<file path="src/tssp_pkg.sv">
package tssp_pkg;

   localparam int NUM_AXIS        = 4;
   localparam int AXIS_W          = 2;
   localparam int RAMP_SEGS       = 20;
   localparam int R_W             = 5;
   localparam int STEP_CLOCK_HZ   = 1000000;
   localparam int MIN_HALF_PERIOD = 2;
   localparam int MIN_START_SPEED = 100;
   localparam int HP_MAX          = 524287;
   localparam int ACCEL_RESET     = 10000;

   localparam int ACC_W   = 20;
   localparam int SPEED_W = 18;
   localparam int HP_W    = 19;
   localparam int CNT_W   = 31;
   localparam int POS_W   = 32;
   localparam int MUL_W   = 36;
   localparam int DIV_N   = 36;
   localparam int DIVS_W  = 21;
   localparam int ITER_W  = 6;

   localparam int CSR_IDX_W  = 3;
   localparam int CSR_DATA_W = 20;
   localparam int REQ_DATA_W = 56;
   localparam int RSP_DATA_W = 88;

   localparam logic [CSR_IDX_W-1:0] CSR_ACCEL0 = 3'd0;
   localparam logic [CSR_IDX_W-1:0] CSR_ACCEL1 = 3'd1;
   localparam logic [CSR_IDX_W-1:0] CSR_ACCEL2 = 3'd2;
   localparam logic [CSR_IDX_W-1:0] CSR_ACCEL3 = 3'd3;
   localparam logic [CSR_IDX_W-1:0] CSR_INVERT = 3'd4;

   localparam logic REQ_MOVE = 1'b0;
   localparam logic REQ_SET  = 1'b1;

   typedef enum logic [15:0] {
      S_IDLE   = 16'h0001,
      S_SQ     = 16'h0002,
      S_UPLD   = 16'h0004,
      S_DIV    = 16'h0008,
      S_CLIP   = 16'h0010,
      S_START  = 16'h0020,
      S_PERU   = 16'h0040,
      S_LASTU  = 16'h0080,
      S_PERD   = 16'h0100,
      S_LASTD  = 16'h0200,
      S_SEGMUL = 16'h0400,
      S_SEGLD  = 16'h0800,
      S_SEGV   = 16'h1000,
      S_HPLD   = 16'h2000,
      S_HP     = 16'h4000,
      S_OUT    = 16'h8000
   } state_type;

   typedef enum logic [1:0] {
      PH_UP     = 2'd0,
      PH_CRUISE = 2'd1,
      PH_DOWN   = 2'd2
   } phase_type;

endpackage

</file>
<file path="src/trapezoid_step_segment_planner_unit.sv">
// Channel  | Direction | Handshake           | Payload
// request  | in        | req_tvalid/tready   | req_tdata, req_tuser
// segment  | out       | rsp_tvalid/tready   | rsp_tdata, rsp_tlast
// csr      | in        | csr_valid/ready     | csr_index, csr_data
//
// One shared restoring divider (one quotient bit per cycle) and one multiplier do
// all the arithmetic under a small sequencer.
// A move runs its setup arithmetic and then gives up to 41 segments; a set-position
// request only loads the position register and gives no segment.
// Reset is synchronous, clears positions and the sequencer and restores the
// default accelerations.
// A stalled segment holds in the output register until it is taken.
module trapezoid_step_segment_planner_unit (
   input  logic                                clock,
   input  logic                                reset,
   input  logic                                req_tvalid,
   output logic                                req_tready,
   // axis_index, step_count, cruise_speed, zero fill
   input  logic [tssp_pkg::REQ_DATA_W-1:0]     req_tdata,
   // req_type
   input  logic                                req_tuser,
   output logic                                rsp_tvalid,
   input  logic                                rsp_tready,
   // axis_tag, dir_level, half step period, pulse_count, position_after, zero fill
   output logic [tssp_pkg::RSP_DATA_W-1:0]     rsp_tdata,
   output logic                                rsp_tlast,
   input  logic                                csr_valid,
   output logic                                csr_ready,
   input  logic [tssp_pkg::CSR_IDX_W-1:0]      csr_index,
   input  logic [tssp_pkg::CSR_DATA_W-1:0]     csr_data
);
   import tssp_pkg::*;

   state_type state_ff, state_in, ret_ff, ret_in;
   phase_type phase_ff, phase_in;

   logic [ACC_W-1:0]   acc_ff [NUM_AXIS];
   logic [ACC_W-1:0]   acc_in [NUM_AXIS];
   logic [POS_W-1:0]   pos_ff [NUM_AXIS];
   logic [POS_W-1:0]   pos_in [NUM_AXIS];
   logic [NUM_AXIS-1:0] inv_ff, inv_in;

   logic [AXIS_W-1:0]  axis_ff, axis_in;
   logic               dir_ff, dir_in;
   logic [CNT_W-1:0]   m_ff, m_in;
   logic [SPEED_W-1:0] speed_ff, speed_in;
   logic [SPEED_W-1:0] start_ff, start_in;
   logic [SPEED_W-1:0] v_ff, v_in;
   logic [CNT_W-1:0]   up_ff, up_in, down_ff, down_in, cruise_ff, cruise_in;
   logic [CNT_W-1:0]   peru_ff, peru_in, perd_ff, perd_in;
   logic [CNT_W-1:0]   lastu_ff, lastu_in, lastd_ff, lastd_in;
   logic [R_W-1:0]     r_ff, r_in, k_ff, k_in;
   logic [POS_W-1:0]   posa_ff, posa_in;
   logic [HP_W-1:0]    hp_ff, hp_in;
   logic [CNT_W-1:0]   pc_ff, pc_in;
   logic               last_ff, last_in;
   logic [MUL_W-1:0]   mul_ff, mul_in;
   logic [DIV_N-1:0]   quo_ff, quo_in;
   logic [DIVS_W-1:0]  rem_ff, rem_in, dvs_ff, dvs_in;
   logic [ITER_W-1:0]  iter_ff, iter_in;

   logic [AXIS_W-1:0]  r_axis;
   logic [POS_W-1:0]   r_step, r_neg, new_pos;
   logic [SPEED_W-1:0] r_speed;
   logic [ACC_W-1:0]   acc_sel;
   logic [CNT_W-1:0]   op_a;
   logic [SPEED_W-1:0] op_b;
   logic [48:0]        prod;
   logic               div_go;
   logic [DIV_N-1:0]   div_a;
   logic [DIVS_W-1:0]  div_b;
   state_type          div_ret;
   logic [DIVS_W:0]    rem_sh, rem_sub;
   logic               rem_ge;
   logic [CNT_W-1:0]   half_m, up_c, down_c;
   logic               dneg;
   logic [SPEED_W-1:0] dmag;
   logic [SPEED_W:0]   v_sum;

   assign r_axis  = req_tdata[1:0];
   assign r_step  = req_tdata[33:2];
   assign r_speed = req_tdata[51:34];
   assign r_neg   = POS_W'(0) - r_step;
   assign new_pos = pos_ff[r_axis] + r_step;
   assign acc_sel = (acc_ff[axis_ff] == '0) ? ACC_W'(1) : acc_ff[axis_ff];
   assign half_m  = {1'b0, m_ff[CNT_W-1:1]};
   assign dneg    = speed_ff < start_ff;
   assign dmag    = dneg ? (start_ff - speed_ff) : (speed_ff - start_ff);
   assign prod    = op_a * op_b;
   assign rem_sh  = {rem_ff, quo_ff[DIV_N-1]};
   assign rem_sub = rem_sh - {1'b0, dvs_ff};
   assign rem_ge  = rem_sh >= {1'b0, dvs_ff};

   assign req_tready = (state_ff == S_IDLE);
   assign csr_ready  = 1'b1;
   assign rsp_tvalid = (state_ff == S_OUT);
   assign rsp_tlast  = last_ff;
   assign rsp_tdata  = {3'b000, posa_ff, pc_ff, hp_ff, dir_ff, axis_ff};

   always_comb begin
      state_in  = state_ff;
      ret_in    = ret_ff;
      phase_in  = phase_ff;
      acc_in    = acc_ff;
      pos_in    = pos_ff;
      inv_in    = inv_ff;
      axis_in   = axis_ff;
      dir_in    = dir_ff;
      m_in      = m_ff;
      speed_in  = speed_ff;
      start_in  = start_ff;
      v_in      = v_ff;
      up_in     = up_ff;
      down_in   = down_ff;
      cruise_in = cruise_ff;
      peru_in   = peru_ff;
      perd_in   = perd_ff;
      lastu_in  = lastu_ff;
      lastd_in  = lastd_ff;
      r_in      = r_ff;
      k_in      = k_ff;
      posa_in   = posa_ff;
      hp_in     = hp_ff;
      pc_in     = pc_ff;
      last_in   = last_ff;
      quo_in    = quo_ff;
      rem_in    = rem_ff;
      dvs_in    = dvs_ff;
      iter_in   = iter_ff;
      op_a      = '0;
      op_b      = '0;
      div_go    = 1'b0;
      div_a     = '0;
      div_b     = '0;
      div_ret   = S_IDLE;
      up_c      = '0;
      down_c    = '0;
      v_sum     = '0;

      if (csr_valid) begin
         case (csr_index)
            CSR_ACCEL0: acc_in[0] = csr_data;
            CSR_ACCEL1: acc_in[1] = csr_data;
            CSR_ACCEL2: acc_in[2] = csr_data;
            CSR_ACCEL3: acc_in[3] = csr_data;
            CSR_INVERT: inv_in = csr_data[NUM_AXIS-1:0];
            default: ;
         endcase
      end

      case (state_ff)
         S_IDLE: begin
            if (req_tvalid) begin
               if (req_tuser == REQ_SET) begin
                  pos_in[r_axis] = r_step;
               end else if (r_step != '0) begin
                  pos_in[r_axis] = new_pos;
                  posa_in  = new_pos;
                  axis_in  = r_axis;
                  speed_in = r_speed;
                  if (r_step[POS_W-1]) begin
                     m_in   = r_neg[POS_W-1] ? {CNT_W{1'b1}} : r_neg[CNT_W-1:0];
                     dir_in = inv_ff[r_axis];
                  end else begin
                     m_in   = r_step[CNT_W-1:0];
                     dir_in = ~inv_ff[r_axis];
                  end
                  if (r_speed != '0) begin
                     state_in = S_SQ;
                  end
               end
            end
         end
         S_SQ: begin
            op_a     = CNT_W'(speed_ff);
            op_b     = speed_ff;
            state_in = S_UPLD;
         end
         S_UPLD: begin
            div_go  = 1'b1;
            div_a   = mul_ff;
            div_b   = {acc_sel, 1'b0};
            div_ret = S_CLIP;
         end
         S_DIV: begin
            rem_in  = rem_ge ? rem_sub[DIVS_W-1:0] : rem_sh[DIVS_W-1:0];
            quo_in  = {quo_ff[DIV_N-2:0], rem_ge};
            iter_in = iter_ff - ITER_W'(1);
            if (iter_ff == ITER_W'(1)) begin
               state_in = ret_ff;
            end
         end
         S_CLIP: begin
            if (quo_ff > DIV_N'(half_m)) begin
               up_c   = half_m;
               down_c = m_ff - half_m;
            end else begin
               up_c   = quo_ff[CNT_W-1:0];
               down_c = quo_ff[CNT_W-1:0];
            end
            up_in     = up_c;
            down_in   = down_c;
            cruise_in = m_ff - up_c - down_c;
            if (up_c == '0) begin
               // A move with no up ramp (such as a one-step move) runs all its steps at cruise speed.
               down_in   = '0;
               cruise_in = m_ff;
               r_in      = R_W'(RAMP_SEGS);
               phase_in  = PH_CRUISE;
               state_in  = S_SEGMUL;
            end else begin
               r_in    = (up_c < CNT_W'(RAMP_SEGS)) ? up_c[R_W-1:0] : R_W'(RAMP_SEGS);
               div_go  = 1'b1;
               div_a   = DIV_N'(speed_ff);
               div_b   = (up_c < CNT_W'(RAMP_SEGS)) ? DIVS_W'(up_c[R_W-1:0])
                                                    : DIVS_W'(RAMP_SEGS);
               div_ret = S_START;
            end
         end
         S_START: begin
            start_in = (quo_ff < DIV_N'(MIN_START_SPEED)) ? SPEED_W'(MIN_START_SPEED)
                                                           : quo_ff[SPEED_W-1:0];
            div_go   = 1'b1;
            div_a    = DIV_N'(up_ff);
            div_b    = DIVS_W'(r_ff);
            div_ret  = S_PERU;
         end
         S_PERU: begin
            peru_in  = quo_ff[CNT_W-1:0];
            op_a     = quo_ff[CNT_W-1:0];
            op_b     = SPEED_W'(r_ff - R_W'(1));
            state_in = S_LASTU;
         end
         S_LASTU: begin
            lastu_in = up_ff - mul_ff[CNT_W-1:0];
            div_go   = 1'b1;
            div_a    = DIV_N'(down_ff);
            div_b    = DIVS_W'(r_ff);
            div_ret  = S_PERD;
         end
         S_PERD: begin
            perd_in  = quo_ff[CNT_W-1:0];
            op_a     = quo_ff[CNT_W-1:0];
            op_b     = SPEED_W'(r_ff - R_W'(1));
            state_in = S_LASTD;
         end
         S_LASTD: begin
            lastd_in = down_ff - mul_ff[CNT_W-1:0];
            phase_in = PH_UP;
            k_in     = R_W'(1);
            state_in = S_SEGMUL;
         end
         S_SEGMUL: begin
            if (phase_ff == PH_CRUISE) begin
               v_in     = speed_ff;
               state_in = S_HPLD;
            end else begin
               op_a     = CNT_W'(dmag);
               op_b     = SPEED_W'(k_ff);
               state_in = S_SEGLD;
            end
         end
         S_SEGLD: begin
            div_go  = 1'b1;
            div_a   = mul_ff;
            div_b   = DIVS_W'(r_ff);
            div_ret = S_SEGV;
         end
         S_SEGV: begin
            if (dneg) begin
               v_sum = {1'b0, start_ff} - {1'b0, quo_ff[SPEED_W-1:0]};
            end else begin
               v_sum = {1'b0, start_ff} + {1'b0, quo_ff[SPEED_W-1:0]};
            end
            v_in     = v_sum[SPEED_W-1:0];
            state_in = S_HPLD;
         end
         S_HPLD: begin
            div_go  = 1'b1;
            div_a   = DIV_N'(STEP_CLOCK_HZ);
            div_b   = {2'b00, v_ff, 1'b0};
            div_ret = S_HP;
         end
         S_HP: begin
            if (quo_ff < DIV_N'(MIN_HALF_PERIOD)) begin
               hp_in = HP_W'(MIN_HALF_PERIOD);
            end else if (quo_ff > DIV_N'(HP_MAX)) begin
               hp_in = HP_W'(HP_MAX);
            end else begin
               hp_in = quo_ff[HP_W-1:0];
            end
            case (phase_ff)
               PH_UP: begin
                  pc_in   = (k_ff == r_ff) ? lastu_ff : peru_ff;
                  last_in = 1'b0;
               end
               PH_CRUISE: begin
                  pc_in   = cruise_ff;
                  last_in = (down_ff == '0);
               end
               default: begin
                  pc_in   = (k_ff == R_W'(1)) ? lastd_ff : perd_ff;
                  last_in = (k_ff == R_W'(1));
               end
            endcase
            state_in = S_OUT;
         end
         S_OUT: begin
            if (rsp_tready) begin
               state_in = S_SEGMUL;
               case (phase_ff)
                  PH_UP: begin
                     if (k_ff != r_ff) begin
                        k_in = k_ff + R_W'(1);
                     end else if (cruise_ff != '0) begin
                        phase_in = PH_CRUISE;
                     end else begin
                        phase_in = PH_DOWN;
                        k_in     = r_ff;
                     end
                  end
                  PH_CRUISE: begin
                     if (down_ff != '0) begin
                        phase_in = PH_DOWN;
                        k_in     = r_ff;
                     end else begin
                        state_in = S_IDLE;
                     end
                  end
                  default: begin
                     if (k_ff != R_W'(1)) begin
                        k_in = k_ff - R_W'(1);
                     end else begin
                        state_in = S_IDLE;
                     end
                  end
               endcase
            end
         end
         default: state_in = S_IDLE;
      endcase

      if (div_go) begin
         quo_in   = div_a;
         rem_in   = '0;
         dvs_in   = div_b;
         iter_in  = ITER_W'(DIV_N);
         ret_in   = div_ret;
         state_in = S_DIV;
      end
      mul_in = prod[MUL_W-1:0];
   end

   always_ff @(posedge clock) begin
      if (reset) begin
         state_ff <= S_IDLE;
         ret_ff   <= S_IDLE;
         phase_ff <= PH_UP;
         inv_ff   <= '0;
         for (int i = 0; i < NUM_AXIS; i++) begin
            acc_ff[i] <= ACC_W'(ACCEL_RESET);
            pos_ff[i] <= '0;
         end
      end else begin
         state_ff <= state_in;
         ret_ff   <= ret_in;
         phase_ff <= phase_in;
         inv_ff   <= inv_in;
         acc_ff   <= acc_in;
         pos_ff   <= pos_in;
      end
   end

   always_ff @(posedge clock) begin
      axis_ff   <= axis_in;
      dir_ff    <= dir_in;
      m_ff      <= m_in;
      speed_ff  <= speed_in;
      start_ff  <= start_in;
      v_ff      <= v_in;
      up_ff     <= up_in;
      down_ff   <= down_in;
      cruise_ff <= cruise_in;
      peru_ff   <= peru_in;
      perd_ff   <= perd_in;
      lastu_ff  <= lastu_in;
      lastd_ff  <= lastd_in;
      r_ff      <= r_in;
      k_ff      <= k_in;
      posa_ff   <= posa_in;
      hp_ff     <= hp_in;
      pc_ff     <= pc_in;
      last_ff   <= last_in;
      mul_ff    <= mul_in;
      quo_ff    <= quo_in;
      rem_ff    <= rem_in;
      dvs_ff    <= dvs_in;
      iter_ff   <= iter_in;
   end

endmodule

</file>
<file path="config.mk">
export PLATFORM = sky130hd
export DESIGN_NAME = trapezoid_step_segment_planner_unit
export DESIGN_NICKNAME = d
export VERILOG_FILES = /design/src/tssp_pkg.sv /design/src/trapezoid_step_segment_planner_unit.sv
export SDC_FILE = /design/constraint.sdc
export NUM_CORES = 2
export LEC_CHECK = 0
export BUFFER_PORTS_ARGS = -buffer_cell sky130_fd_sc_hd__buf_4
export CAP_MARGIN = 25
export CORE_MARGIN = 4
export CORE_UTILIZATION = 64
export CTS_BUF_LIST = sky130_fd_sc_hd__clkbuf_16
export DETAILED_ROUTE_END_ITERATION = 12
export GPL_TIMING_DRIVEN = 0
export HOLD_SLACK_MARGIN = 0.06
export PLACE_DENSITY_LB_ADDON = 0.25
export SLEW_MARGIN = 30
export SYNTH_ARGS = -nofsm -noshare
export SYNTH_HDL_FRONTEND = slang
export SYNTH_SLANG_ARGS = --single-unit
</file>
<file path="constraint.sdc">
create_clock -name clock -period 11.15 [get_ports clock]
set_clock_uncertainty 0.05 [all_clocks]
set_input_delay 1.115 -clock clock [delete_from_list [all_inputs] [get_ports clock]]
set_output_delay 1.115 -clock clock [all_outputs]
set_load 0.02 [all_outputs]
</file>
==> qor.csv <==
stage,metric,value,unit
yosys,Post-synth ARST share,0,%
routing,DRT iter0 DRCs,6250,
yosys,register bit total from synthesis,755,
routing,WL per Instance,26.2,µm
global_route,largest net degree at the start of global routing,39,
worst_setup_path,crit path max-delay cell type,edfxtp_1,
power_and_ir_drop,leak pwr,27.8,nW
sta,final setup fails,0,
power_and_ir_drop,VDD IR max,174,µV
sta,Achievable Freq,93.2,MHz
hold_path,worst min-delay path class,flop to flop,
clocking,# hold bufs at CTS,0,
routing,Post-route DRC,0,
floorplan,# rows,111,
clocking,TritonCTS clock tree,done,
yosys,leading register cell type out of synthesis,edfxtp_1,
floorplan,Core Footprint,91700,µm²
clocking,TritonCTS Sinks,755,
power_and_ir_drop,PwrDens,128,nW/µm²
yosys,syn avg cell area,9.37,µm²
cells_and_area,fraction of layout cells with a size suffix above 1,8.37,%
sta,worst slew pin tran,1.17,ns
status,outcome,"complete, no violations",
cells_and_area,Total Nets Final,7466,
global_route,total grt overflow,0,
worst_setup_path,Critical Path End Type,flop,
clocking,Clock Tree Root,clkbuf_16,
clocking,cts bufs inserted,79,
clocking,H-tree Lvls,3,
clocking,Bufs on Longest Clock Path,3,
routing,via/cell ratio,6.53,
worst_setup_path,"Req. time, crit path",11.69,ns
placement,I/O Buffers,168,
cells_and_area,area growth from synthesis to layout,10.1,%
clocking,Clock transition at path regs,0.06,ns
yosys,post-synthesis cell area,59200,µm²
sta,period utilization,96.3,%
cells_and_area,"most common cell after layout, fill and taps aside",inv_1,
sta,Final Hold Vio Count,0,
floorplan,Initial Util,64.5,%
floorplan,die width,312,µm
yosys,Mapped Cells,6314,
floorplan,Die Y,312,µm
routing,1st-pass router iterations,8,
placement,Final GP Congestion,1.02,
sta,relative slew slack,22.1,%
sta,Final Critical Period,10.73,ns
global_route,initial antenna violation count,11,
global_route,gr usage total,41.7,%
worst_setup_path,Setup CP Type,flop to flop,
routing,Vias,51400,
floorplan,Die ar.,97400,µm²
sta,Final Max Slew Viols,0,
clocking,Worst-Skew Late Latency,0.67,ns
worst_setup_path,cell repeated most along the worst path,fa_1,
global_route,vias in the first global route,49900,
floorplan,io pins,177,
worst_setup_path,Critical Path Max Stage Delay,0.62,ns
run,Max-cap violations,0,
routing,Final ANT Viol Nets,0,
routing,WL final,207,mm
cells_and_area,post-layout util,71.1,%
yosys,"EDFF count, synth",455,
worst_setup_path,CP max FO,10,
placement,HPWL after DPL,164,mm
yosys,"Distinct cells, synth",94,
worst_setup_path,R2R Setup Slk,0.42,ns
cells_and_area,most frequent cells in the layout,"inv_1 (776), nand2_1 (579), nor2_1 (571)",
worst_setup_path,CP arrival,11.27,ns
global_route,first-pass GRT wire length,306,mm
worst_setup_path,Critical Path Source Type,flop,
sta,Hold WS,0.396,ns
sta,RSZ-0062 raised after global routing,no,
yosys,Yosys warning count,0,
yosys,sequential element share of the synthesized area,33.2,%
[logic make-up after synthesis]
kind of cell               Yosys count  synth area share, %
muxes                              188                 4.32
adders and majority gates          765                 21.6
xor gates and xnor gates           279                 4.13
and+or+nand+nor                   1834                 14.3
AOI/OAI and AO/OA                 1407                 15.2
buffers and inverters             1084                 7.13
DFF                                755                 33.2
other                                2               0.0127
[through the flow]
| stage | instances | worst slack [ns] | area (µm²) | power [mW] | setup TNS (ns) |
|---|---|---|---|---|---|
| global placement | 7671 | -0.437 | 61900 | 5.60 | -35.47 |
| CTS | 7868 | 0.413 | 65100 | 8.24 | 0 |
| floorplan | 6317 | 2.18 | 59200 | 4.90 | 0 |
| detailed placement | 7721 | 0.461 | 62500 | 5.64 | 0 |
| finish | 7874 | 0.417 | 65100 | 8.34 | 0 |
| global route | 7870 | 0.0122 | 65100 | 8.67 | 0 |
[repair_timing]
action,CTS,global route
resized for setup,0,4
endpoints found under the setup margin,0,6
buffers inserted,0,0
[flip-flops by register name, indices dropped and copies added, names as in the netlist, 19 cells and up]
register   cells
peru_ff       31
posa_ff       32
cruise_ff     31
down_ff       31
mul_ff        36
lastu_ff      31
pc_ff         31
hp_ff         19
lastd_ff      31
m_ff          31
dvs_ff        21
quo_ff        36
pos_ff       128
rem_ff        21
perd_ff       31
up_ff         31
acc_ff        80
[path summary, 6_finish.rpt]
path	depth (start not counted)	end	startpoint
setup reg to reg	37	mul_ff[35]$_DFF_P_	speed_ff[7]$_DFFE_PP_
hold reg to reg	1	state_ff[12]$_SDFFE_PP0P_	ret_ff[12]$_SDFFE_PP0P_
setup / recovery	37	mul_ff[35]$_DFF_P_	speed_ff[7]$_DFFE_PP_
hold / removal	1	state_ff[12]$_SDFFE_PP0P_	ret_ff[12]$_SDFFE_PP0P_
[cell usage after synthesis, types with 24 or more instances]
cell type / n / area [µm²]
xnor2_1: 171 / 1500
ha_1: 338 / 4230
nor2_1: 573 / 2150
or3_1: 42 / 263
fa_1: 427 / 8550
or2_2: 27 / 169
mux4_2: 53 / 1190
and3_1: 33 / 206
a211oi_1: 151 / 1130
clkbuf_1: 241 / 905
a31oi_1: 59 / 369
o21ai_1: 24 / 120
a222oi_1: 29 / 290
inv_1: 758 / 2850
o21ai_0: 270 / 1350
buf_2: 50 / 250
nor4_1: 45 / 282
a21oi_1: 425 / 2130
o21bai_1: 39 / 293
nor3_1: 95 / 475
nand4_1: 34 / 213
dfxtp_1: 300 / 6010
and2_1: 45 / 282
nand2b_1: 51 / 319
nand3b_1: 37 / 278
edfxtp_1: 455 / 13700
nand3_1: 177 / 886
o21a_1: 47 / 353
o31ai_1: 40 / 300
xor2_1: 108 / 946
nor2b_1: 33 / 206
a21o_1: 114 / 856
nand2_1: 579 / 2170
mux2i_1: 125 / 1250
[per-layer routing]
| metal | share of wire [%] | track usage [%] |
|---|---|---|
| met1 | 37 | 54.5 |
| met2 | 44 | 63.8 |
| met3 | 13 | 10.5 |
| met4 | 6.8 | 23.4 |
| met5 | 0.054 | 0.692 |
[final cells by class]
type	instances	area (µm²)
inverters	760	2850
plain buffers	324	1390
fillers	7105	26500
diodes	6	15.0
clock buffers	80	2000
multi-input cells	4478	35400
well taps	1186	1480
repair buffers	218	1730
clock inverters	67	556
flip-flops and latches	755	19700
[worst max-delay path: cells and delay by family (launching register included)]
kind	cells	cell delay, ns
adder cells (fa/ha/maj)	8	3.93
AO/OA/AOI/OAI	11	2.61
XOR/XNOR	1	0.16
AND/OR/NAND/NOR	6	1.31
flip-flops	1	0.62
buffers and inverters	10	1.58
multiplexers	1	0.37
[power breakdown]
part / switching (mW) / internal, mW
registers: 0.0923 / 3.15
clock network: 1.16 / 1.48
logic: 1.56 / 0.899
No activity file was read; power rests on OpenSTA's default activity.
